===== src/rtl/svcf_pkg.sv =====
// Shared types, constants and helpers for the servo command packet framer.
// No dependencies; every other file in rtl/ imports this package.
package svcf_pkg;

	// Command kinds on the input channel
	typedef enum logic [2:0] {
		KIND_SET_LIMITS = 3'd0,
		KIND_WRITE_POS  = 3'd1,
		KIND_REG_WRITE  = 3'd2,
		KIND_ACTION     = 3'd3,
		KIND_PING       = 3'd4,
		KIND_SYNC_WRITE = 3'd5
	} kind_t;

	// Packet bytes
	localparam logic [7:0] HDR_BYTE       = 8'hFF;
	localparam logic [7:0] BCAST_ID       = 8'hFE;
	localparam logic [7:0] INS_PING       = 8'h01;
	localparam logic [7:0] INS_WRITE      = 8'h03;
	localparam logic [7:0] INS_REG_WRITE  = 8'h04;
	localparam logic [7:0] INS_ACTION     = 8'h05;
	localparam logic [7:0] INS_SYNC_WRITE = 8'h83;
	localparam logic [7:0] ADDR_LIMITS    = 8'h06;
	localparam logic [7:0] ADDR_GOAL      = 8'h1E;
	localparam logic [7:0] SYNC_DATA_LEN  = 8'h04;
	localparam logic [7:0] LEN_WRITE      = 8'h07;
	localparam logic [7:0] LEN_SHORT      = 8'h02;
	localparam logic [7:0] LEN_SYNC       = 8'h0E;
	localparam logic [15:0] VAL_MAX       = 16'd1023;

	// Body = bytes between header and checksum (id .. last parameter)
	localparam int BODY_MAX = 15;
	localparam int HDR_LEN  = 2;
	localparam int QUEUE_DEPTH = 2;

	localparam logic [3:0] BODY_LEN_WRITE = 4'd8;
	localparam logic [3:0] BODY_LEN_SHORT = 4'd3;
	localparam logic [3:0] BODY_LEN_SYNC  = 4'd15;

	// One framed packet waiting for the serializer
	typedef struct packed {
		logic [BODY_MAX-1:0][7:0] body;
		logic [3:0]               body_len;
	} frame_t;

	// Queue status seen by both sides
	typedef struct packed {
		logic empty;
		logic full;
	} q_status_t;

	function automatic logic [15:0] clamp_val(input logic [15:0] v);
		return (v > VAL_MAX) ? VAL_MAX : v;
	endfunction

endpackage


===== src/rtl/svcf_front.sv =====
// Front end: accepts commands, decodes the kind, clamps values and builds the packet body.
// Depends on svcf_pkg.
module svcf_front (
	input  logic               cmd_valid,
	output logic               cmd_ready,
	input  logic [2:0]         kind,
	input  logic [7:0]         servo_id,
	input  logic [15:0]        first_value,
	input  logic [15:0]        second_value,
	input  logic [7:0]         other_servo_id,
	input  logic [15:0]        other_position,
	input  logic [15:0]        other_speed,
	input  svcf_pkg::q_status_t q_stat,
	output logic               push,
	output svcf_pkg::frame_t   frame
);
	import svcf_pkg::*;

	logic        kind_ok;
	logic [15:0] val_a;
	logic [15:0] val_b;

	// Clamp only for the plain write commands
	always_comb begin
		if (kind == KIND_SET_LIMITS || kind == KIND_WRITE_POS) begin
			val_a = clamp_val(first_value);
			val_b = clamp_val(second_value);
		end else begin
			val_a = first_value;
			val_b = second_value;
		end
	end

	// Decode kind into packet body
	always_comb begin
		frame   = '0;
		kind_ok = 1'b1;
		unique case (kind) inside
			KIND_SET_LIMITS, KIND_WRITE_POS, KIND_REG_WRITE: begin
				frame.body[0] = servo_id;
				frame.body[1] = LEN_WRITE;
				frame.body[2] = (kind == KIND_REG_WRITE) ? INS_REG_WRITE : INS_WRITE;
				frame.body[3] = (kind == KIND_SET_LIMITS) ? ADDR_LIMITS : ADDR_GOAL;
				frame.body[4] = val_a[7:0];
				frame.body[5] = val_a[15:8];
				frame.body[6] = val_b[7:0];
				frame.body[7] = val_b[15:8];
				frame.body_len = BODY_LEN_WRITE;
			end
			KIND_ACTION: begin
				frame.body[0] = BCAST_ID;
				frame.body[1] = LEN_SHORT;
				frame.body[2] = INS_ACTION;
				frame.body_len = BODY_LEN_SHORT;
			end
			KIND_PING: begin
				frame.body[0] = servo_id;
				frame.body[1] = LEN_SHORT;
				frame.body[2] = INS_PING;
				frame.body_len = BODY_LEN_SHORT;
			end
			KIND_SYNC_WRITE: begin
				frame.body[0]  = BCAST_ID;
				frame.body[1]  = LEN_SYNC;
				frame.body[2]  = INS_SYNC_WRITE;
				frame.body[3]  = ADDR_GOAL;
				frame.body[4]  = SYNC_DATA_LEN;
				frame.body[5]  = servo_id;
				frame.body[6]  = val_a[7:0];
				frame.body[7]  = val_a[15:8];
				frame.body[8]  = val_b[7:0];
				frame.body[9]  = val_b[15:8];
				frame.body[10] = other_servo_id;
				frame.body[11] = other_position[7:0];
				frame.body[12] = other_position[15:8];
				frame.body[13] = other_speed[7:0];
				frame.body[14] = other_speed[15:8];
				frame.body_len = BODY_LEN_SYNC;
			end
			default: kind_ok = 1'b0;
		endcase
	end

	// Undefined kinds are taken and dropped
	assign cmd_ready = !q_stat.full;
	assign push      = cmd_valid && cmd_ready && kind_ok;

endmodule


===== src/rtl/svcf_queue.sv =====
// Small register queue between the decoder and the byte serializer.
// Depends on svcf_pkg.
module svcf_queue #(
	parameter int Depth = svcf_pkg::QUEUE_DEPTH
) (
	input  logic                       clk,
	input  logic                       arst_n,
	input  logic                       push,
	input  svcf_pkg::frame_t           wr_frame,
	input  logic                       pop,
	output svcf_pkg::frame_t           rd_frame,
	output svcf_pkg::q_status_t        q_stat,
	output logic [$clog2(Depth+1)-1:0] count
);
	import svcf_pkg::*;

	localparam int PW = (Depth > 1) ? $clog2(Depth) : 1;
	localparam int CW = $clog2(Depth+1);

	frame_t        mem_q [Depth];
	logic [PW-1:0] wr_ptr_q;
	logic [PW-1:0] rd_ptr_q;
	logic [CW-1:0] count_q;

	function automatic logic [PW-1:0] next_ptr(input logic [PW-1:0] p);
		return (p == PW'(Depth-1)) ? '0 : p + 1'b1;
	endfunction

	// Storage, no reset needed
	always_ff @(posedge clk) begin
		if (push) begin
			mem_q[wr_ptr_q] <= wr_frame;
		end
	end

	// Pointers and fill count
	always_ff @(posedge clk or negedge arst_n) begin
		if (!arst_n) begin
			wr_ptr_q <= '0;
			rd_ptr_q <= '0;
			count_q  <= '0;
		end else begin
			if (push) wr_ptr_q <= next_ptr(wr_ptr_q);
			if (pop)  rd_ptr_q <= next_ptr(rd_ptr_q);
			if (push && !pop)      count_q <= count_q + 1'b1;
			else if (pop && !push) count_q <= count_q - 1'b1;
		end
	end

	assign rd_frame     = mem_q[rd_ptr_q];
	assign q_stat.empty = (count_q == '0);
	assign q_stat.full  = (count_q == CW'(Depth));
	assign count        = count_q;

endmodule


===== src/rtl/svcf_back.sv =====
// Back end: sends header, head packet, checksum; one byte per cycle unless stalled.
// Depends on svcf_pkg.
module svcf_back (
	input  logic                clk,
	input  logic                arst_n,
	input  svcf_pkg::frame_t    frame,
	input  svcf_pkg::q_status_t q_stat,
	output logic                pop,
	output logic                tx_valid,
	input  logic                tx_ready,
	output logic [7:0]          tx_byte,
	output logic                last_byte
);
	import svcf_pkg::*;

	logic [4:0] cnt_q;
	logic [7:0] sum_q;
	logic       valid_q;
	logic [7:0] byte_q;
	logic       last_q;

	logic       load;
	logic       is_hdr;
	logic       is_chk;
	logic [4:0] body_pos;
	logic [7:0] next_byte;

	// Pick the byte for the current position
	always_comb begin
		load      = !q_stat.empty && (!valid_q || tx_ready);
		is_hdr    = (cnt_q < 5'(HDR_LEN));
		is_chk    = (cnt_q == ({1'b0, frame.body_len} + 5'(HDR_LEN)));
		body_pos  = cnt_q - 5'(HDR_LEN);
		if (is_hdr)      next_byte = HDR_BYTE;
		else if (is_chk) next_byte = ~sum_q;
		else             next_byte = frame.body[body_pos[3:0]];
	end

	assign pop = load && is_chk;

	// Position counter, running sum, output valid
	always_ff @(posedge clk or negedge arst_n) begin
		if (!arst_n) begin
			cnt_q   <= '0;
			sum_q   <= '0;
			valid_q <= 1'b0;
		end else begin
			if (load) begin
				valid_q <= 1'b1;
				if (is_chk) begin
					cnt_q <= '0;
					sum_q <= '0;
				end else begin
					cnt_q <= cnt_q + 1'b1;
					if (!is_hdr) sum_q <= sum_q + next_byte;
				end
			end else if (tx_ready) begin
				valid_q <= 1'b0;
			end
		end
	end

	// Output payload register
	always_ff @(posedge clk) begin
		if (load) begin
			byte_q <= next_byte;
			last_q <= is_chk;
		end
	end

	assign tx_valid  = valid_q;
	assign tx_byte   = byte_q;
	assign last_byte = last_q;

endmodule


===== src/rtl/servo_command_packet_framer.sv =====
// Top level of the servo command packet framer.
// Depends on svcf_pkg, svcf_front, svcf_queue, svcf_back.
//
// Usage:
//   Command channel (cmd_valid/cmd_ready) takes one servo command per request:
//   kind, ids and 16-bit values. Byte channel (tx_valid/tx_ready) returns the
//   instruction packet, one byte per request, last_byte high on the checksum.
//   Packets are 6 bytes (action, ping), 11 bytes (limit/position writes) or
//   18 bytes (sync write). Kinds 6 and 7 are accepted and produce nothing.
//   A taken command is written into the queue; the serializer then loads its
//   header bytes into the byte register. Throughput: one byte per cycle while
//   tx_ready is high; the command queue (QueueDepth entries) lets the next
//   commands be accepted while a packet is still streaming.
//   Receiver stall: the byte register holds while tx_ready is low; the serializer
//   then stops, and cmd_ready drops once the queue is full.
//   Reset (arst_n low) empties the queue and drops any packet in progress.
module servo_command_packet_framer #(
	parameter int QueueDepth = svcf_pkg::QUEUE_DEPTH
) (
	input  logic        clk,
	input  logic        arst_n,
	input  logic        cmd_valid,
	output logic        cmd_ready,
	input  logic [2:0]  kind,
	input  logic [7:0]  servo_id,
	input  logic [15:0] first_value,
	input  logic [15:0] second_value,
	input  logic [7:0]  other_servo_id,
	input  logic [15:0] other_position,
	input  logic [15:0] other_speed,
	output logic        tx_valid,
	input  logic        tx_ready,
	output logic [7:0]  tx_byte,
	output logic        last_byte
);
	import svcf_pkg::*;

	localparam int CW = $clog2(QueueDepth+1);

	q_status_t     q_stat;
	frame_t        wr_frame;
	frame_t        rd_frame;
	logic          push;
	logic          pop;
	logic [CW-1:0] q_count;

	svcf_front u_front (
		.cmd_valid      (cmd_valid),
		.cmd_ready      (cmd_ready),
		.kind           (kind),
		.servo_id       (servo_id),
		.first_value    (first_value),
		.second_value   (second_value),
		.other_servo_id (other_servo_id),
		.other_position (other_position),
		.other_speed    (other_speed),
		.q_stat         (q_stat),
		.push           (push),
		.frame          (wr_frame)
	);

	svcf_queue #(
		.Depth (QueueDepth)
	) u_queue (
		.clk      (clk),
		.arst_n   (arst_n),
		.push     (push),
		.wr_frame (wr_frame),
		.pop      (pop),
		.rd_frame (rd_frame),
		.q_stat   (q_stat),
		.count    (q_count)
	);

	svcf_back u_back (
		.clk       (clk),
		.arst_n    (arst_n),
		.frame     (rd_frame),
		.q_stat    (q_stat),
		.pop       (pop),
		.tx_valid  (tx_valid),
		.tx_ready  (tx_ready),
		.tx_byte   (tx_byte),
		.last_byte (last_byte)
	);

	// Queue never overfills
	a_queue_bound: assert property (@(posedge clk) disable iff (!arst_n)
		q_count <= CW'(QueueDepth))
		else $error("queue count above depth");

	// A valid command is held in the queue on the next cycle
	a_cmd_queued: assert property (@(posedge clk) disable iff (!arst_n)
		(cmd_valid && cmd_ready && kind <= 3'(KIND_SYNC_WRITE)) |=> (q_count != '0))
		else $error("accepted command not queued");

	// Byte following the end of a packet starts a new header
	a_hdr_after_last: assert property (@(posedge clk) disable iff (!arst_n)
		(tx_valid && tx_ready && last_byte) |=> (!tx_valid || tx_byte == HDR_BYTE))
		else $error("packet does not start with header");

endmodule

===== config.mk =====
export PLATFORM = sky130hd
export DESIGN_NAME = servo_command_packet_framer
export DESIGN_NICKNAME = d
export VERILOG_FILES = /design/src/rtl/svcf_pkg.sv /design/src/rtl/svcf_front.sv /design/src/rtl/svcf_queue.sv /design/src/rtl/svcf_back.sv /design/src/rtl/servo_command_packet_framer.sv
export SDC_FILE = /design/constraint.sdc
export NUM_CORES = 1
export LEC_CHECK = 0
export BUFFER_PORTS_ARGS = -buffer_cell sky130_fd_sc_hd__buf_2
export CAP_MARGIN = 25
export CORE_MARGIN = 5
export CORE_UTILIZATION = 42
export CTS_CLUSTER_SIZE = 8
export DETAILED_ROUTE_END_ITERATION = 10
export PLACE_DENSITY = 0.59
export REMOVE_ABC_BUFFERS = 1
export SLEW_MARGIN = 20
export SYNTH_ARGS = -nofsm -noshare
export SYNTH_HDL_FRONTEND = slang
export SYNTH_SLANG_ARGS = --single-unit

===== constraint.sdc =====
create_clock -name clk -period 5.1 [get_ports clk]
set_input_delay 0.51 -clock clk [delete_from_list [all_inputs] [get_ports clk]]
set_output_delay 0.51 -clock clk [all_outputs]
set_load 0.005 [all_outputs]

==> results of run 1 <==
[critical path: cells and delay by family, from the launching register on]
kind,cells,cell delay [ns]
and+or+nand+nor,1,0.26
AOI/OAI and AO/OA,6,1.43
DFF,1,0.63
adders and majority gates,1,0.28
buffers and inverters,1,0.31
muxes,4,1.54
[layout make-up]
type	instances	area (sq um)
Timing Repair Buffer	114	666
Multi-Input combinational cell	413	3440
Clock buffer	48	956
Tap cell	330	413
Fill cell	2133	12600
Clock inverter	2	25.0
Inverter	16	60.1
Sequential cell	237	7030
[cell families after synthesis]
logic type | count (synthesis) | share of synthesized area
fa+ha+maj | 13 | 0.0159
flops | 237 | 0.655
buf+inv | 55 | 0.0261
compound gates | 132 | 0.0836
simple gates | 181 | 0.0846
xor+xnor | 13 | 0.0106
mux | 74 | 0.124
[cell usage in the layout (no fill, tap or decap), types with 19 or more instances in the layout]
cell type  count
buf_2         97
edfxtp_1     219
nor2_1        44
clkbuf_16     36
nand2_1       41
and2_1        58
mux2i_1       19
mux4_2        44
a21oi_1       26
o21ai_0       30
a22o_1        19
[state kept, by name, summed over array words and instances (netlist names)]
| signal | flops |
|---|---|
| u_back.tx_byte | 8 |
| u_back.sum_q | 8 |
| u_queue.count | 2 |
| u_queue.mem_q | 210 |
| u_queue.wr_ptr_q | 1 |
| u_back.tx_valid | 1 |
| u_back.last_byte | 1 |
| u_queue.rd_ptr_q | 1 |
| u_back.cnt_q | 5 |
[routing by layer]
layer	routed length, um	part of all wire	global-route usage
met5	0	0	0
met4	461	0.018	0.0476
met3	1480	0.059	0.0321
met2	12200	0.49	0.286
met1	10800	0.43	0.238
[power by group]
group | internal, mW | switching [mW]
registers | 2.66 | 0.216
clock network | 1.29 | 0.767
logic | 1.37 | 1.69
total | 5.31 | 2.68
[worst min-delay path by stage]
stage	from	end	slack, ns	cells after the start
after CTS	tx_ready	u_back.tx_valid	0.28	3
after floorplan	arst_n	u_back.cnt_q[0]	0.21	0
after global placement	arst_n	u_back.sum_q[4]	0.48	1
after detailed placement	arst_n	u_back.sum_q[4]	0.48	1
final	tx_ready	u_back.tx_valid	0.30	3
after global routing	tx_ready	u_back.tx_valid	0.31	3
[repair_timing]
action | CTS | global route
hold buffers | 1 | 0
buffers inserted | 0 | 0
hold endpoints to repair | 18 | 0
==> flow_metrics.py, run 1 <==
metrics = {
    "yosys": {
        "synth_top_area_share": 0.613,
        "synth_ff_type": "edfxtp_1",
        "ys_async_sr_fraction": 0.0759,
        "synth_enable_flop_cells": 219,
        "synthTopCellsByArea": "edfxtp_1 (61%), mux4_2 (9.2%), dfrtp_1 (4.2%)",
        "ys_ff_latch": 237,
        "synth_top_area_cell": "edfxtp_1",
        "yosysWarnings": 0,
        "ys_seq_area_frac": 0.655,
        "syn_avg_cell_area_sq_um": 15.2,
        "synth_cell_types": 61,
        "synthTopCellsByCount": "edfxtp_1 (219), and2_1 (59), nor2_1 (45), mux4_2 (44), nand2_1 (41)",
        "synth_most_common_cell": "edfxtp_1",
        "syn_inst": 705,
        "syn_area_sq_mm": 0.0107,
    },
    "timing": {
        "final.setup.tns_ns": 0,
        "skew_ns": 0.0114,
        "worst_pin_slew_ns": 0.931,
        "period_share": 0.900,
        "setup_violations": 0,
        "slew_violations": 0,
        "slew_headroom": 0.379,
        "hold_violations": 0,
        "clock.fmax_mhz": 218,
        "rsz0062_at_grt": "false",
        "min_period_ns": 4.59,
        "setup_slack_ns": 0.508,
        "hold_slack_ns": 0.297,
    },
    "placement": {
        "io_buffers": 97,
        "postPlaceCellArea_sq_mm": 0.0116,
        "dpl.cell_count": 1109,
        "place.gp.congestion": 0.792,
        "dpl.hpwl_um": 16400,
        "post-place-ws_ns": 0.546,
    },
    "finish": {
        "area_growth_pct": 17.3,
        "fin_area_sq_mm": 0.0126,
        "final_core_util": 0.500,
        "drive_gt1_frac": 0.258,
        "layout.nets": 917,
        "fin_cells": 1160,
        "antennaDiodeCount": 0,
    },
    "worst_setup_path": {
        "reg2regPathDepth": 13,
        "timing.rr.start": "u_queue.rd_ptr_q",
        "startpoint_type": "flop",
        "crit_slowest_cell": "dfrtp_4",
        "r2r_slack_ns": 0.51,
        "path_cells": "buf_12, mux4_2, mux4_2, mux2i_1, mux2i_1, or2_1, ha_1, a21oi_1, o211ai_1, o41ai_1, o31ai_1, a311o_1, o311ai_1",
        "crit_end": "u_back.sum_q[7]",
        "critPathCaptureType": "flop",
        "startpoint": "u_queue.rd_ptr_q",
        "path_max_fanout": 33,
        "crit_required_ns": 5.49,
        "arrival_ns": 4.99,
        "r2r_end": "u_back.sum_q[7]",
        "max_stage_delay_ns": 0.63,
        "crit_type": "flop to flop",
    },
    "min_path": {
        "hold_path_class": "input pin to flop",
    },
    "clock_tree": {
        "cts_buffer_depth": 3,
        "cts_made_buffers": 35,
        "cts_resized": 0,
        "tritoncts": "yes",
        "htreeDepth": 2,
        "cts_sinks": 237,
        "cts-root-buf": "clkbuf_16",
        "path_clk_slew_ns": 0.05,
        "clock_latency_ns": 0.49,
    },
    "routing": {
        "wl_per_cell_um": 21.5,
        "firstDrtPassIters": 5,
        "routed_wl_um": 24900,
        "vias": 6437,
        "vias_per_cell": 5.55,
        "ant_nets": 0,
        "drt_iter0_drc": 461,
        "drc": 0,
    },
    "power_and_ir_drop": {
        "power.leakage_nw": 4.55,
        "pwr_density_cell_mw_per_mm2": 635,
        "peakVddDrop_v": 0.000333,
        "power_mw": 7.99,
    },
    "floorplanning": {
        "start_util": 0.426,
        "coreArea_sq_mm": 0.0252,
        "io_pins": 98,
        "dieArea_sq_mm": 0.0288,
        "fp.dieW_um": 170,
        "fp-row-count": 58,
        "die_y_um": 170,
    },
    "global_routing": {
        "grt_pass1_vias": 6817,
        "grt_pass1_wl_um": 38400,
        "grt_max_degree": 63,
        "antenna_found_initial": 0,
        "gr-total-overflow": 0,
        "track_usage": 0.173,
    },
    "job": {
        "cap_violations": 0,
    },
    "run_status": {
        "outcome": "completed",
    },
}
Note: power is estimated with default switching activity, not from simulation.
==> run 2: changes to the inputs <==
- CORE_UTILIZATION: 42 -> 54
- PLACE_DENSITY: 0.59 -> 0.73
- clock period: 5.1 -> 4 ns (I/O delays scaled with it)
==> flow_metrics.py, run 2 (synthesis gave the netlist of run 1 again) <==
metrics = {
    "global_routing": {
        "gr-total-overflow": 0,
        "track_usage": 0.220,
        "grt_max_degree": 106,
        "grt_pass1_wl_um": 38000,
        "grt_pass1_vias": 6978,
        "antenna_found_initial": 0,
    },
    "finish": {
        "antennaDiodeCount": 0,
        "layout.nets": 939,
        "multi_input_area_sq_mm": 0.00353,
        "fillers": 1426,
        "regArea_sq_mm": 0.00703,
        "final_core_util": 0.653,
        "largest-register": "u_queue.mem_q",
        "final_common_cell": "edfxtp_1",
        "drive_gt1_frac": 0.291,
        "layout_common_cells": "edfxtp_1 (219), buf_2 (97), and2_1 (58)",
        "largest_reg_flops": 210,
        "area_growth_pct": 18.9,
    },
    "routing": {
        "drc": 0,
        "routed_wl_um": 24700,
        "ant_nets": 0,
        "drt_iter0_drc": 602,
        "firstDrtPassIters": 5,
        "vias_per_cell": 6.03,
        "vias": 6724,
        "wl_per_cell_um": 22.2,
    },
    "timing": {
        "setup_slack_ns": -0.0364,
        "period_share": 1.01,
        "setup_violations": 1,
        "hold_violations": 0,
        "slew_violations": 0,
        "rsz0062_at_grt": "true",
        "clock.fmax_mhz": 248,
        "hold_slack_ns": 0.196,
        "slew_headroom": 0.472,
        "skew_ns": 0.0120,
        "worst_pin_slew_ns": 0.785,
        "min_period_ns": 4.04,
    },
    "placement": {
        "post-place-ws_ns": -0.102,
        "place.gp.congestion": 0.867,
        "dpl.hpwl_um": 16000,
        "io_buffers": 97,
    },
    "worst_setup_path": {
        "arrival_ns": 4.42,
        "startpoint_type": "flop",
        "crit_type": "flop to flop",
        "critPathCaptureType": "flop",
        "path_max_fanout": 7,
        "crit_required_ns": 4.38,
    },
    "floorplanning": {
        "dieArea_sq_mm": 0.0228,
        "io_pins": 98,
        "coreArea_sq_mm": 0.0195,
        "start_util": 0.550,
        "die_y_um": 151,
        "fp-row-count": 51,
        "fp.dieW_um": 151,
    },
    "clock_tree": {
        "path_clk_slew_ns": 0.05,
        "cts-root-buf": "clkbuf_16",
        "cts_made_buffers": 35,
        "cts_sinks": 237,
        "tritoncts": "yes",
        "clock_latency_ns": 0.49,
        "cts_buffer_depth": 3,
        "htreeDepth": 2,
    },
    "power_and_ir_drop": {
        "power_mw": 10.8,
        "peakVddDrop_v": 0.000381,
        "power.leakage_nw": 4.66,
        "pwr_density_cell_mw_per_mm2": 844,
    },
    "job": {
        "cap_violations": 0,
    },
    "run_status": {
        "violations": "negative setup slack",
        "outcome": "finished with violations",
    },
    "min_path": {
        "hold_path_class": "input pin to flop",
    },
}
## run 2: timing repair
| item | in CTS | in global routing |
|---|---|---|
| resized for setup | 6 | 15 |
| pin swaps | 2 | 4 |
| cloned | 0 | 1 |
| endpoints found under the setup margin | 1 | 3 |
| buffers inserted | 1 | 5 |
| hold buffers | 1 | 0 |
| endpoints found under the hold margin | 18 | 0 |
## run 2: worst paths after layout
path / from / endpoint / slack (ns) / cells past startpoint
setup / recovery: u_queue.rd_ptr_q / u_back.sum_q[7] / -0.04 / 13
setup reg to reg: u_queue.rd_ptr_q / u_back.sum_q[7] / -0.04 / 13
hold reg to reg: u_back.tx_valid / u_back.tx_valid / 0.50 / 2
hold / removal: tx_ready / u_back.tx_valid / 0.20 / 3
max in group asynchronous: arst_n / u_queue.rd_ptr_q / 3.27 / 2
min in group asynchronous: arst_n / u_back.sum_q[5] / 0.39 / 2
## run 2: layout make-up
type                    instances  share of cell area
clock buffers                  46              0.0719
multi-input cells             413               0.277
well taps                     265              0.0260
repair buffers                136              0.0684
inverters                      16             0.00471
flip-flops and latches        237               0.551
clock inverters                 2             0.00108
## run 2: routing by layer
| layer | GRT usage | wire, um | vias up |
|---|---|---|---|
| met3 | 0.0476 | 2000 | 51 |
| met1 | 0.295 | 9940 | 3375 |
| met4 | 0.0657 | 580 | 0 |
| met2 | 0.365 | 12200 | 293 |
| li1 | - | - | 3005 |
| met5 | 0 | 0 | - |
## run 2: through the flow
| step | instances | setup TNS (ns) | instance area [sq um] |
|---|---|---|---|
| global placement | 1059 | 0 | 11600 |
| global route | 1115 | -0.475 | 12800 |
| floorplan | 666 | -195.52 | 10500 |
| CTS | 1109 | 0 | 12600 |
| finish | 1115 | -0.0364 | 12800 |
| detailed placement | 1059 | -0.102 | 11600 |
## run 2: power breakdown
group	switching, mW	internal (mW)
registers	0.245	3.40
clock network	0.949	1.57
logic	2.45	2.16
total	3.64	7.13
## run 2: critical path, cell delays in order, from the launching register on
cell and delay, ns:
dfrtp_4 0.53, buf_12 0.16, mux4_2 0.52, mux4_2 0.50, mux2i_4 0.21, mux2i_1 0.12
or2_1 0.26, ha_1 0.31, a21oi_2 0.07, o211ai_1 0.25, o41ai_2 0.11, or4_4 0.43
a311o_1 0.36, o311ai_2 0.09
==> run 3: changes to the inputs <==
- BUFFER_PORTS_ARGS: -buffer_cell sky130_fd_sc_hd__buf_2 -> not set
- CORE_UTILIZATION: 54 -> 57
- DONT_BUFFER_PORTS: not set -> 1
- PLACE_DENSITY: 0.73 -> 0.72
==> flow_metrics.py, run 3 (synthesis gave the netlist of run 1 again) <==
metrics = {
    "finish": {
        "fillers": 1298,
        "layout_common_cells": "edfxtp_1 (219), and2_1 (58), mux4_2 (44)",
        "fin_area_sq_mm": 0.0123,
        "largest-register": "u_queue.mem_q",
        "largest_reg_flops": 210,
        "layout.nets": 848,
        "final_common_cell": "edfxtp_1",
        "drive_gt1_frac": 0.209,
        "antennaDiodeCount": 0,
        "area_growth_pct": 14.6,
    },
    "timing": {
        "hold_violations": 0,
        "rsz0062_at_grt": "true",
        "setup_slack_ns": 0.0114,
        "skew_ns": 0.0189,
        "period_share": 0.997,
        "clock.fmax_mhz": 251,
        "worst_pin_slew_ns": 0.995,
        "slew_violations": 0,
        "min_period_ns": 3.99,
        "setup_violations": 0,
        "slew_headroom": 0.337,
    },
    "worst_setup_path": {
        "startpoint_type": "flop",
        "timing.rr.start": "u_queue.rd_ptr_q",
        "path_cells": "buf_6, mux2_2, ha_2, xor2_1, xnor2_1, a211oi_2, nand2_2, buf_6, mux2_2, nand2_2, ha_4, nand3_2, o211ai_1, o41ai_2, or4_4, a311o_1, o311ai_1",
        "crit_slowest_cell": "dfrtp_4",
        "r2r_end": "u_back.sum_q[7]",
        "crit_required_ns": 4.40,
        "critical_path.top_delay_family": "compound AO/OA/AOI/OAI gates",
        "crit_type": "flop to flop",
        "r2r_slack_ns": 0.01,
        "arrival_ns": 4.39,
        "reg2regPathDepth": 17,
        "path_buf_inv": 2,
        "max_stage_delay_ns": 0.54,
        "path_max_fanout": 6,
        "critPathCaptureType": "flop",
    },
    "floorplanning": {
        "coreArea_sq_mm": 0.0186,
        "io_pins": 98,
        "start_util": 0.576,
        "fp.dieW_um": 147,
        "fp-row-count": 50,
        "dieArea_sq_mm": 0.0217,
        "die_y_um": 147,
    },
    "routing": {
        "firstDrtPassIters": 5,
        "ant_nets": 0,
        "drt_iter0_drc": 495,
        "routed_wl_um": 24400,
        "vias_per_cell": 6.43,
        "wl_per_cell_um": 24.6,
        "drc": 0,
        "vias": 6390,
    },
    "placement": {
        "dpl.hpwl_um": 15800,
        "post-place-ws_ns": 0.0358,
        "place.gp.congestion": 0.855,
        "postPlaceCellArea_sq_mm": 0.0111,
        "io_buffers": 0,
    },
    "clock_tree": {
        "cts_buffer_depth": 3,
        "cts-root-buf": "clkbuf_16",
        "tritoncts": "yes",
        "htreeDepth": 2,
        "path_clk_slew_ns": 0.05,
        "clock_latency_ns": 0.51,
        "cts_made_buffers": 35,
        "cts_sinks": 237,
    },
    "min_path": {
        "hold_path_class": "input pin to flop",
        "hold_depth": 2,
        "whs_endpoint": "u_back.tx_valid",
        "hold_start": "tx_ready",
    },
    "job": {
        "cap_violations": 0,
    },
    "power_and_ir_drop": {
        "power.leakage_nw": 4.32,
        "peakVddDrop_v": 0.000535,
        "pwr_density_cell_mw_per_mm2": 869,
    },
    "global_routing": {
        "track_usage": 0.222,
        "grt_pass1_wl_um": 36900,
        "grt_max_degree": 60,
        "gr-total-overflow": 0,
        "grt_pass1_vias": 6607,
        "antenna_found_initial": 0,
    },
    "run_status": {
        "outcome": "completed",
    },
}
[run 3: cell types whose count changed in the layout (fill, tap and decap cells not counted), sizes merged]
| cell | before | now |
|---|---|---|
| buf | 134 | 42 |
| inv | 16 | 18 |
[run 3: worst max-delay path by stage]
| stage | start | endpoint | slack, ns | cells after the start |
|---|---|---|---|---|
| after floorplan | u_queue.rd_ptr_q | u_back.sum_q[6] | -1.80 | 18 |
| after global placement | u_queue.rd_ptr_q | u_back.sum_q[7] | 0.14 | 14 |
| after detailed placement | u_queue.rd_ptr_q | u_back.sum_q[7] | 0.04 | 14 |
| after CTS | u_queue.rd_ptr_q | u_back.sum_q[7] | 0.01 | 14 |
| after global routing | u_queue.rd_ptr_q | u_back.sum_q[7] | -0.17 | 17 |
| final | u_queue.rd_ptr_q | u_back.sum_q[7] | 0.01 | 17 |
[run 3: where the power goes]
| group | switching [mW] | leakage [nW] | internal [mW] | total (mW) |
|---|---|---|---|---|
| sequential | 0.245 | 2.27 | 3.40 | 3.64 |
| combinational | 2.35 | 1.58 | 2.11 | 4.45 |
| clock | 0.998 | 0.471 | 1.60 | 2.60 |
[run 3: worst reg2reg max path, delay by kind of cell (launching register included)]
| family | cells | cell delay (ns) |
|---|---|---|
| XOR/XNOR | 2 | 0.29 |
| buffers and inverters | 2 | 0.31 |
| multiplexers | 2 | 0.50 |
| adder cells (fa/ha/maj) | 2 | 0.49 |
| AO/OA/AOI/OAI | 5 | 1.04 |
| AND/OR/NAND/NOR | 4 | 0.70 |
| flip-flops | 1 | 0.54 |
[run 3: what timing repair did]
| item | 4_1_cts | 5_1_grt |
|---|---|---|
| hold buffers | 1 | 0 |
| setup buffers | 0 | 9 |
| resized for setup | 0 | 22 |
| hold endpoints to repair | 18 | 0 |
| endpoints found under the setup margin | 0 | 3 |
[run 3: final cells by class]
class / instances / area (sq um) / area share
Sequential cell: 237 / 7030 / 0.572
Multi-Input combinational cell: 413 / 3500 / 0.284
Clock buffer: 45 / 913 / 0.0742
Timing Repair Buffer: 45 / 452 / 0.0367
Tap cell: 234 / 293 / 0.0238
Inverter: 16 / 60.1 / 0.00488
Clock inverter: 4 / 53.8 / 0.00437
[run 3: routing by layer]
layer  vias up  part of all wire  GRT usage  wire length, um
met1      3205              0.39      0.291             9630
li1       2834                 -          -                -
met3        51             0.079     0.0487             1920
met4         0             0.026     0.0732              643
met5         -                 0          0                0
met2       300              0.50      0.371            12300
[run 3: metrics by stage]
step | power, mW | util | hold slack (ns) | TNS [ns] | instances
floorplan | 6.46 | - | 0.104 | -195.52 | 666
global placement | 7.64 | 0.596 | 0.105 | 0 | 932
detailed placement | 7.76 | 0.596 | 0.105 | 0 | 933
CTS | 10.4 | 0.649 | 0.0807 | 0 | 983
global route | 11.2 | 0.660 | 0.0810 | -0.247 | 994
finish | 10.7 | 0.660 | 0.0936 | 0 | 994
